[src/rtl/fys_pkg.sv]
`default_nettype none

package fys_pkg;

  // Generator word and element port widths.
  localparam int RNG_W       = 64;
  localparam int ELEM_PORT_W = 8;

  // Xorshift64 shift amounts.
  localparam int XS_A = 13;
  localparam int XS_B = 7;
  localparam int XS_C = 17;

  // Command codes of the input channel.
  localparam logic CMD_LOAD = 1'b0;
  localparam logic CMD_SEED = 1'b1;

  // One xorshift64 step.
  function automatic logic [RNG_W-1:0] xorshift(input logic [RNG_W-1:0] x);
    logic [RNG_W-1:0] t;
    t = x ^ (x << XS_A);
    t = t ^ (t >> XS_B);
    t = t ^ (t << XS_C);
    return t;
  endfunction

endpackage

`default_nettype wire

[src/rtl/fys_if.sv]
`default_nettype none

// Input channel: commands, elements and seeds.
interface fys_in_if;
  import fys_pkg::*;

  logic                   valid;
  logic                   ready;
  logic                   command;
  logic [ELEM_PORT_W-1:0] element;
  logic [RNG_W-1:0]       seed;
  logic                   final_req;

  modport source (output valid, command, element, seed, final_req, input ready);
  modport sink   (input valid, command, element, seed, final_req, output ready);
endinterface

// Output channel: shuffled elements in index order.
interface fys_out_if;
  import fys_pkg::*;

  logic                   valid;
  logic                   ready;
  logic [ELEM_PORT_W-1:0] shuffled_element;
  logic                   end_of_list;

  modport source (output valid, shuffled_element, end_of_list, input ready);
  modport sink   (input valid, shuffled_element, end_of_list, output ready);
endinterface

`default_nettype wire

[src/rtl/fys_ram.sv]
`default_nettype none

module fys_ram #(
  parameter int WIDTH = 8,
  parameter int DEPTH = 64
) (
  input  wire logic                     clk,
  input  wire logic                     we,
  input  wire logic [$clog2(DEPTH)-1:0] waddr,
  input  wire logic [WIDTH-1:0]         wdata,
  input  wire logic [$clog2(DEPTH)-1:0] raddr,
  output logic      [WIDTH-1:0]         rdata
);

  logic [WIDTH-1:0] mem [DEPTH];

  // One write port and one registered read port.
  always_ff @(posedge clk) begin
    if (we) begin
      mem[waddr] <= wdata;
    end
    rdata <= mem[raddr];
  end

endmodule

`default_nettype wire

[src/rtl/fys_modu.sv]
`default_nettype none

module fys_modu #(
  parameter int DW = 7
) (
  input  wire logic                       clk,
  input  wire logic                       rst,
  input  wire logic                       start,
  input  wire logic [fys_pkg::RNG_W-1:0]  dividend,
  input  wire logic [DW-1:0]              divisor,
  output logic                            done,
  output logic      [DW-1:0]              remainder
);
  import fys_pkg::*;

  localparam int CNT_W = $clog2(RNG_W);

  logic             busy;
  logic [CNT_W-1:0] cnt;
  logic [RNG_W-1:0] dvd;
  logic [DW-1:0]    dsr;
  logic [DW:0]      trial;
  logic [DW:0]      diff;
  logic [DW-1:0]    rem_next;

  // Restoring step: bring in the next dividend bit and subtract if it fits.
  always_comb begin
    trial = {remainder, dvd[RNG_W-1]};
    diff  = trial - {1'b0, dsr};
    if (trial >= {1'b0, dsr}) begin
      rem_next = diff[DW-1:0];
    end else begin
      rem_next = trial[DW-1:0];
    end
  end

  // Control: one dividend bit per cycle, done pulses after the last bit.
  always_ff @(posedge clk) begin
    if (rst) begin
      busy <= 1'b0;
      done <= 1'b0;
      cnt  <= '0;
    end else begin
      done <= 1'b0;
      if (start) begin
        busy <= 1'b1;
        cnt  <= '1;
      end else if (busy) begin
        if (cnt == '0) begin
          busy <= 1'b0;
          done <= 1'b1;
        end else begin
          cnt <= cnt - 1'b1;
        end
      end
    end
  end

  // Datapath registers.
  always_ff @(posedge clk) begin
    if (start) begin
      dvd       <= dividend;
      dsr       <= divisor;
      remainder <= '0;
    end else if (busy) begin
      dvd       <= dvd << 1;
      remainder <= rem_next;
    end
  end

endmodule

`default_nettype wire

[src/rtl/fisher_yates_shuffle_xorshift_unit.sv]
`default_nettype none
// Seed loads and non-final element loads leave the block ready again.
// A final load shuffles a list of n elements with n-1 swaps: each swap is one
// generator step, a run of the bit-serial modulo unit, RAM reads of i and j and then
// writes of i and j; emitting reads each element from RAM into the output register.
// Reset clears the sequencer, list count and output valid and sets the generator
// state to one; the list RAM is not cleared.

module fisher_yates_shuffle_xorshift_unit #(
  parameter int DEPTH      = 64,
  parameter int ELEM_WIDTH = 8
) (
  input wire logic   clk,
  input wire logic   rst,
  fys_in_if.sink     in_ch,
  fys_out_if.source  out_ch
);
  import fys_pkg::*;

  localparam int AW = $clog2(DEPTH);
  localparam int CW = $clog2(DEPTH + 1);

  typedef enum logic [3:0] {
    S_IDLE,
    S_RNG,
    S_MOD,
    S_RD_I,
    S_RD_J,
    S_WR_I,
    S_WR_J,
    S_EMIT_RD,
    S_EMIT_LD
  } state_t;

  state_t                 state;
  logic [CW-1:0]          count;
  logic [RNG_W-1:0]       rng;
  logic [AW-1:0]          idx_i;
  logic [AW-1:0]          idx_j;
  logic [AW-1:0]          idx_k;
  logic [ELEM_WIDTH-1:0]  held_i;
  logic                   out_valid;
  logic [ELEM_PORT_W-1:0] out_elem;
  logic                   out_eol;

  logic [RNG_W-1:0]       rng_next;
  logic                   in_xfer;
  logic [CW-1:0]          count_inc;
  logic [31:0]            elem32;
  logic [31:0]            rd32;
  logic                   we;
  logic [AW-1:0]          waddr;
  logic [ELEM_WIDTH-1:0]  wdata;
  logic [AW-1:0]          raddr;
  logic [ELEM_WIDTH-1:0]  rdata;
  logic                   mod_start;
  logic                   mod_done;
  logic [CW-1:0]          mod_rem;
  logic [CW-1:0]          divisor;
  logic                   out_free;

  assign in_ch.ready             = (state == S_IDLE);
  assign in_xfer                 = in_ch.valid && in_ch.ready;
  assign out_ch.valid            = out_valid;
  assign out_ch.shuffled_element = out_elem;
  assign out_ch.end_of_list      = out_eol;
  assign out_free                = !out_valid || out_ch.ready;

  assign rng_next  = xorshift(rng);
  assign count_inc = (count < CW'(DEPTH)) ? count + CW'(1) : count;
  assign elem32    = 32'(in_ch.element);
  assign rd32      = 32'(rdata);
  assign mod_start = (state == S_RNG);
  assign divisor   = CW'(idx_i) + CW'(1);

  // RAM port selection: loads and swap writes share the write port.
  always_comb begin
    we    = 1'b0;
    waddr = idx_i;
    wdata = rdata;
    raddr = idx_i;
    unique case (state) inside
      S_IDLE: begin
        we    = in_xfer && (in_ch.command == CMD_LOAD) && (count < CW'(DEPTH));
        waddr = count[AW-1:0];
        wdata = elem32[ELEM_WIDTH-1:0];
      end
      S_RD_J: begin
        raddr = idx_j;
      end
      S_WR_I: begin
        we = 1'b1;
      end
      S_WR_J: begin
        we    = 1'b1;
        waddr = idx_j;
        wdata = held_i;
      end
      S_EMIT_RD, S_EMIT_LD: begin
        raddr = idx_k;
      end
      default: begin
      end
    endcase
  end

  fys_ram #(
    .WIDTH (ELEM_WIDTH),
    .DEPTH (DEPTH)
  ) u_ram (
    .clk   (clk),
    .we    (we),
    .waddr (waddr),
    .wdata (wdata),
    .raddr (raddr),
    .rdata (rdata)
  );

  fys_modu #(
    .DW (CW)
  ) u_modu (
    .clk       (clk),
    .rst       (rst),
    .start     (mod_start),
    .dividend  (rng_next),
    .divisor   (divisor),
    .done      (mod_done),
    .remainder (mod_rem)
  );

  // Sequencer with the list count, generator state and output register.
  always_ff @(posedge clk) begin
    if (rst) begin
      state     <= S_IDLE;
      count     <= '0;
      rng       <= RNG_W'(1);
      out_valid <= 1'b0;
    end else begin
      // The load state sets the output valid itself when it refills the register.
      if (out_ch.ready && (state != S_EMIT_LD)) begin
        out_valid <= 1'b0;
      end
      unique case (state)
        S_IDLE: begin
          if (in_xfer) begin
            if (in_ch.command == CMD_SEED) begin
              rng <= (in_ch.seed == '0) ? RNG_W'(1) : in_ch.seed;
            end else begin
              count <= count_inc;
              if (in_ch.final_req) begin
                idx_k <= '0;
                if (count_inc == CW'(1)) begin
                  state <= S_EMIT_RD;
                end else begin
                  idx_i <= AW'(count_inc - CW'(1));
                  state <= S_RNG;
                end
              end
            end
          end
        end
        S_RNG: begin
          rng   <= rng_next;
          state <= S_MOD;
        end
        S_MOD: begin
          if (mod_done) begin
            idx_j <= mod_rem[AW-1:0];
            state <= S_RD_I;
          end
        end
        S_RD_I: begin
          state <= S_RD_J;
        end
        S_RD_J: begin
          held_i <= rdata;
          state  <= S_WR_I;
        end
        S_WR_I: begin
          state <= S_WR_J;
        end
        S_WR_J: begin
          if (idx_i == AW'(1)) begin
            state <= S_EMIT_RD;
          end else begin
            idx_i <= idx_i - AW'(1);
            state <= S_RNG;
          end
        end
        S_EMIT_RD: begin
          state <= S_EMIT_LD;
        end
        S_EMIT_LD: begin
          if (out_free) begin
            out_valid <= 1'b1;
            out_elem  <= rd32[ELEM_PORT_W-1:0];
            if (idx_k == AW'(count - CW'(1))) begin
              out_eol <= 1'b1;
              count   <= '0;
              state   <= S_IDLE;
            end else begin
              out_eol <= 1'b0;
              idx_k   <= idx_k + AW'(1);
              state   <= S_EMIT_RD;
            end
          end
        end
        default: begin
          state <= S_IDLE;
        end
      endcase
    end
  end

endmodule

`default_nettype wire

[src/flat_wrapper.sv]
// flat-port wrapper written by rule: the top's interface ports become plain ports
module fisher_yates_shuffle_xorshift_unit_flat import fys_pkg::*;
#(
  parameter int DEPTH      = 64,
  parameter int ELEM_WIDTH = 8
)
  (clk, rst, in_ch_valid, in_ch_command, in_ch_element, in_ch_seed, in_ch_final_req, in_ch_ready, out_ch_valid, out_ch_shuffled_element, out_ch_end_of_list, out_ch_ready);
  fys_in_if in_ch_i ();
  fys_out_if out_ch_i ();
  input wire logic clk;
  input wire logic rst;
  input wire logic [$bits(in_ch_i.valid)-1:0] in_ch_valid;
  input wire logic [$bits(in_ch_i.command)-1:0] in_ch_command;
  input wire logic [$bits(in_ch_i.element)-1:0] in_ch_element;
  input wire logic [$bits(in_ch_i.seed)-1:0] in_ch_seed;
  input wire logic [$bits(in_ch_i.final_req)-1:0] in_ch_final_req;
  output wire logic [$bits(in_ch_i.ready)-1:0] in_ch_ready;
  output wire logic [$bits(out_ch_i.valid)-1:0] out_ch_valid;
  output wire logic [$bits(out_ch_i.shuffled_element)-1:0] out_ch_shuffled_element;
  output wire logic [$bits(out_ch_i.end_of_list)-1:0] out_ch_end_of_list;
  input wire logic [$bits(out_ch_i.ready)-1:0] out_ch_ready;
  assign in_ch_i.valid = in_ch_valid;
  assign in_ch_i.command = in_ch_command;
  assign in_ch_i.element = in_ch_element;
  assign in_ch_i.seed = in_ch_seed;
  assign in_ch_i.final_req = in_ch_final_req;
  assign in_ch_ready = in_ch_i.ready;
  assign out_ch_valid = out_ch_i.valid;
  assign out_ch_shuffled_element = out_ch_i.shuffled_element;
  assign out_ch_end_of_list = out_ch_i.end_of_list;
  assign out_ch_i.ready = out_ch_ready;
  fisher_yates_shuffle_xorshift_unit #(.DEPTH(DEPTH), .ELEM_WIDTH(ELEM_WIDTH)) u_core (.clk(clk), .rst(rst), .in_ch(in_ch_i), .out_ch(out_ch_i));
endmodule
[config.mk]
export PLATFORM = sky130hd
export DESIGN_NAME = fisher_yates_shuffle_xorshift_unit_flat
export DESIGN_NICKNAME = d
export VERILOG_FILES = /design/src/rtl/fys_pkg.sv /design/src/rtl/fys_if.sv /design/src/rtl/fys_ram.sv /design/src/rtl/fys_modu.sv /design/src/rtl/fisher_yates_shuffle_xorshift_unit.sv /design/src/flat_wrapper.sv
export SDC_FILE = /design/constraint.sdc
export NUM_CORES = 1
export LEC_CHECK = 0
export BUFFER_PORTS_ARGS = -buffer_cell sky130_fd_sc_hd__buf_4
export CAP_MARGIN = 30
export CORE_UTILIZATION = 45
export DETAILED_ROUTE_END_ITERATION = 8
export GPL_TIMING_DRIVEN = 0
export PLACE_DENSITY_LB_ADDON = 0.2
export SLEW_MARGIN = 20
export SYNTH_ARGS = -nofsm -noshare
export SYNTH_HDL_FRONTEND = slang
export SYNTH_SLANG_ARGS = --single-unit
[constraint.sdc]
create_clock -name clk -period 4.9 [get_ports clk]
set_input_delay 0.245 -clock clk [delete_from_list [all_inputs] [get_ports clk]]
set_output_delay 0.245 -clock clk [all_outputs]
set_load 0.05 [all_outputs]
==> results.json <==
{
  "final.period_utilization": 1.008,
  "avgSynthCellArea_sq_um": 11.82,
  "syn-num-nets": 2776,
  "antenna_left": 0,
  "path_class": "reg -> reg",
  "ioPinCount": 89,
  "gr-total-overflow": 0,
  "violations": "setup timing",
  "worst_pin_slew_ns": 1.020,
  "route.final.wire_length_microns": 97520,
  "synthTopCellsByCount": "edfxtp_1, nand2_1, nor2_1",
  "initial_utilization": 0.4585,
  "clock_path_buffers": 3,
  "clkTransAtPathRegs_ns": 0.06,
  "num_antenna_cells": 0,
  "critPathLaunchType": "register",
  "yosysWarnings": 0,
  "crit_path_start": "u_core.state[1]$_SDFFE_PP0P_",
  "syn_inst": 2680,
  "clock_sink_count": 717,
  "yosysTopAreaCell": "edfxtp_1",
  "timing.rr.start": "u_core.state[1]$_SDFFE_PP0P_",
  "dp_hpwl_microns": 69980,
  "wire_per_inst_microns": 25.24,
  "drive_above_1_share": 0.1050,
  "finalClockSkew_ns": 0.02490,
  "die-height_microns": 267.3,
  "htree_levels": 3,
  "grt_setup_unrepaired": "no",
  "vias": 22670,
  "ys_async_sr_fraction": 0,
  "relSlewSlack": 0.3112,
  "synth_most_common_cell": "edfxtp_1",
  "drc_errors": 0,
  "coreArea_sq_mm": 0.06907,
  "syn2layout_area_growth_pct": 14.67,
  "synth.area.top_cells": "edfxtp_1, dfxtp_1, nand2_1",
  "critPathRequiredTime_ns": 5.33,
  "hold_path.class": "in -> reg",
  "port_buffers": 87,
  "place.gp.congestion": 0.9901,
  "cts_root_buffer": "clkbuf_16",
  "max_cap_violations": 0,
  "dp_slack_ns": 0.2483,
  "die_x_microns": 267.3,
  "ir_worst_vdd_mv": 0.5367,
  "vias_per_cell": 5.866,
  "drv_slew": 0,
  "grt_first_pass_wirelength_microns": 143500,
  "dieArea_sq_mm": 0.07144,
  "rows": 96,
  "drt_pass1_iterations": 7,
  "nets": 2969,
  "power.density_mw_per_mm2": 671.9,
  "synth-seq-area-share": 0.6486,
  "finalSetupViolCount": 2,
  "antenna_found_initial": 3,
  "clk_latency_ns": 0.63,
  "min_from": "in_ch_seed[25]",
  "worst_slack_ns": -0.03894,
  "synthFlopType": "edfxtp_1",
  "grt_max_degree": 65,
  "tritoncts": "built",
  "ctsResizeCount": 0,
  "syn_area_sq_mm": 0.03167,
  "endpoint_kind": "register",
  "fmax_mhz": 202.5,
  "synth.top_cell.area_share": 0.5860,
  "cp.arrival_ns": 5.37,
  "hold_slack_ns": 0.02737,
  "grt_pass1_vias": 21730,
  "cts_buffers": 76,
  "status": "complete, but fails checks",
  "drt-initial-drc-count": 2917,
  "p_leak_nw": 12.73,
  "hold_violations": 0,
  "track_usage": 0.2750,
  "path_max_fanout": 10,
  "ys_ff_latch": 717,
  "min_period_ns": 4.939,
  "synth_edf_count": 618,
  "synth.distinct_cells": 74
}
==> final cells by class <==
cell class                      count  area (sq um)
Fill cell                        5978         32750
Sequential cell                   717         20540
Multi-Input combinational cell   1784         10460
Clock buffer                      101          2090
Tap cell                          931          1165
Timing Repair Buffer              115         979.7
Buffer                            153         653.1
Clock inverter                     37         332.8
Inverter                           26         97.59
==> layer usage <==
| layer | part of all wire | vias up | track usage |
|---|---|---|---|
| met5 | 0.00042 | - | 0 |
| met4 | 0.025 | 6 | 0.07906 |
| met3 | 0.097 | 162 | 0.05213 |
| met2 | 0.45 | 1158 | 0.4187 |
| met1 | 0.43 | 11260 | 0.3995 |
| li1 | - | 10080 | - |
==> worst paths after layout <==
| path | end | slack, ns | depth (start not counted) |
|---|---|---|---|
| worst max-delay path | u_core.u_ram.rdata[6]$_DFF_P_ | -0.04 | 11 |
| worst min-delay path | u_core.rng[25]$_SDFFE_PP0P_ | 0.03 | 3 |
| worst max register to register | u_core.u_ram.rdata[6]$_DFF_P_ | -0.04 | 11 |
| worst min register to register | u_core.held_i[4]$_DFFE_PP_ | 0.45 | 0 |
==> worst max-delay path, cell delays in order (launching register included) <==
cell,delay (ns)
dfxtp_1,0.39
or4b_1,0.53
buf_2,0.21
o211ai_1,0.14
and3_1,0.25
clkbuf_1,0.36
clkbuf_1,0.74
buf_1,0.69
a21oi_1,0.15
a22oi_1,0.26
a211oi_1,0.17
o32ai_1,0.84
==> state kept, by name (all words and copies together) (netlist names) <==
register                        cells
u_core.u_modu.cnt                   6
u_core.out_ch.end_of_list           1
u_core.state                        4
u_core.u_ram.mem                  512
u_core.rng                         64
u_core.u_ram.rdata                  8
u_core.u_modu.busy                  1
u_core.u_modu.remainder             7
u_core.u_modu.done                  1
u_core.u_modu.dvd                  64
u_core.out_ch.shuffled_element      8
u_core.idx_k                        6
u_core.idx_j                        6
u_core.count                        7
u_core.out_ch.valid                 1
u_core.u_modu.dsr                   7
u_core.idx_i                        6
u_core.held_i                       8
==> logic make-up (layout without fill, tap and decap cells) <==
group                      count (synthesis)  after routing  share of synthesized area
and+or+nand+nor                         1061           1061                     0.1486
DFF                                      717            717                     0.6486
AOI/OAI and AO/OA                        390            390                    0.07775
xor gates and xnor gates                 209            209                    0.05780
buffers and inverters                    179            432                    0.02371
muxes                                    106            106                    0.03623
adders and majority gates                 18             18                   0.007348
==> metrics by stage <==
step | TNS [ns] | util | instance area, sq um | cells | total power, mW
after global routing | 0 | 0.5258 | 36320 | 3864 | 25.37
after floorplan | 0 | - | 31670 | 2680 | 14.99
after global placement | 0 | 0.4849 | 33490 | 3698 | 18.36
final | -0.06955 | 0.5258 | 36320 | 3864 | 24.40
after CTS | 0 | 0.5254 | 36280 | 3860 | 24.26
after detailed placement | 0 | 0.4884 | 33730 | 3709 | 18.58
==> repair_timing <==
action / in CTS / in global routing
hold endpoints to repair: 13 / 0
buffers inserted: 0 / 0
hold buffers: 13 / 0
==> layout by cell type (no fill, tap or decap), types with 23 or more instances in the layout <==
cell         n
a21oi_1    172
a22oi_1     24
and3_1      23
buf_2       35
buf_4       98
clkbuf_1   118
clkbuf_16   79
dfxtp_1     99
edfxtp_1   618
inv_1       24
mux2i_1     91
nand2_1    393
nand3_1     77
nor2_1     358
nor3_1      58
nor4_1      24
o21ai_0     40
o22ai_1     26
xnor2_1    145
xor2_1      64
==> power by group <==
group          switching, mW  leakage [nW]  internal (mW)  total [mW]
Sequential             0.511          6.41           8.52        9.03
Combinational           6.68          5.12           3.00        9.68
Clock                   2.41          1.20           3.27        5.68
(Power assumes the default switching activity.)
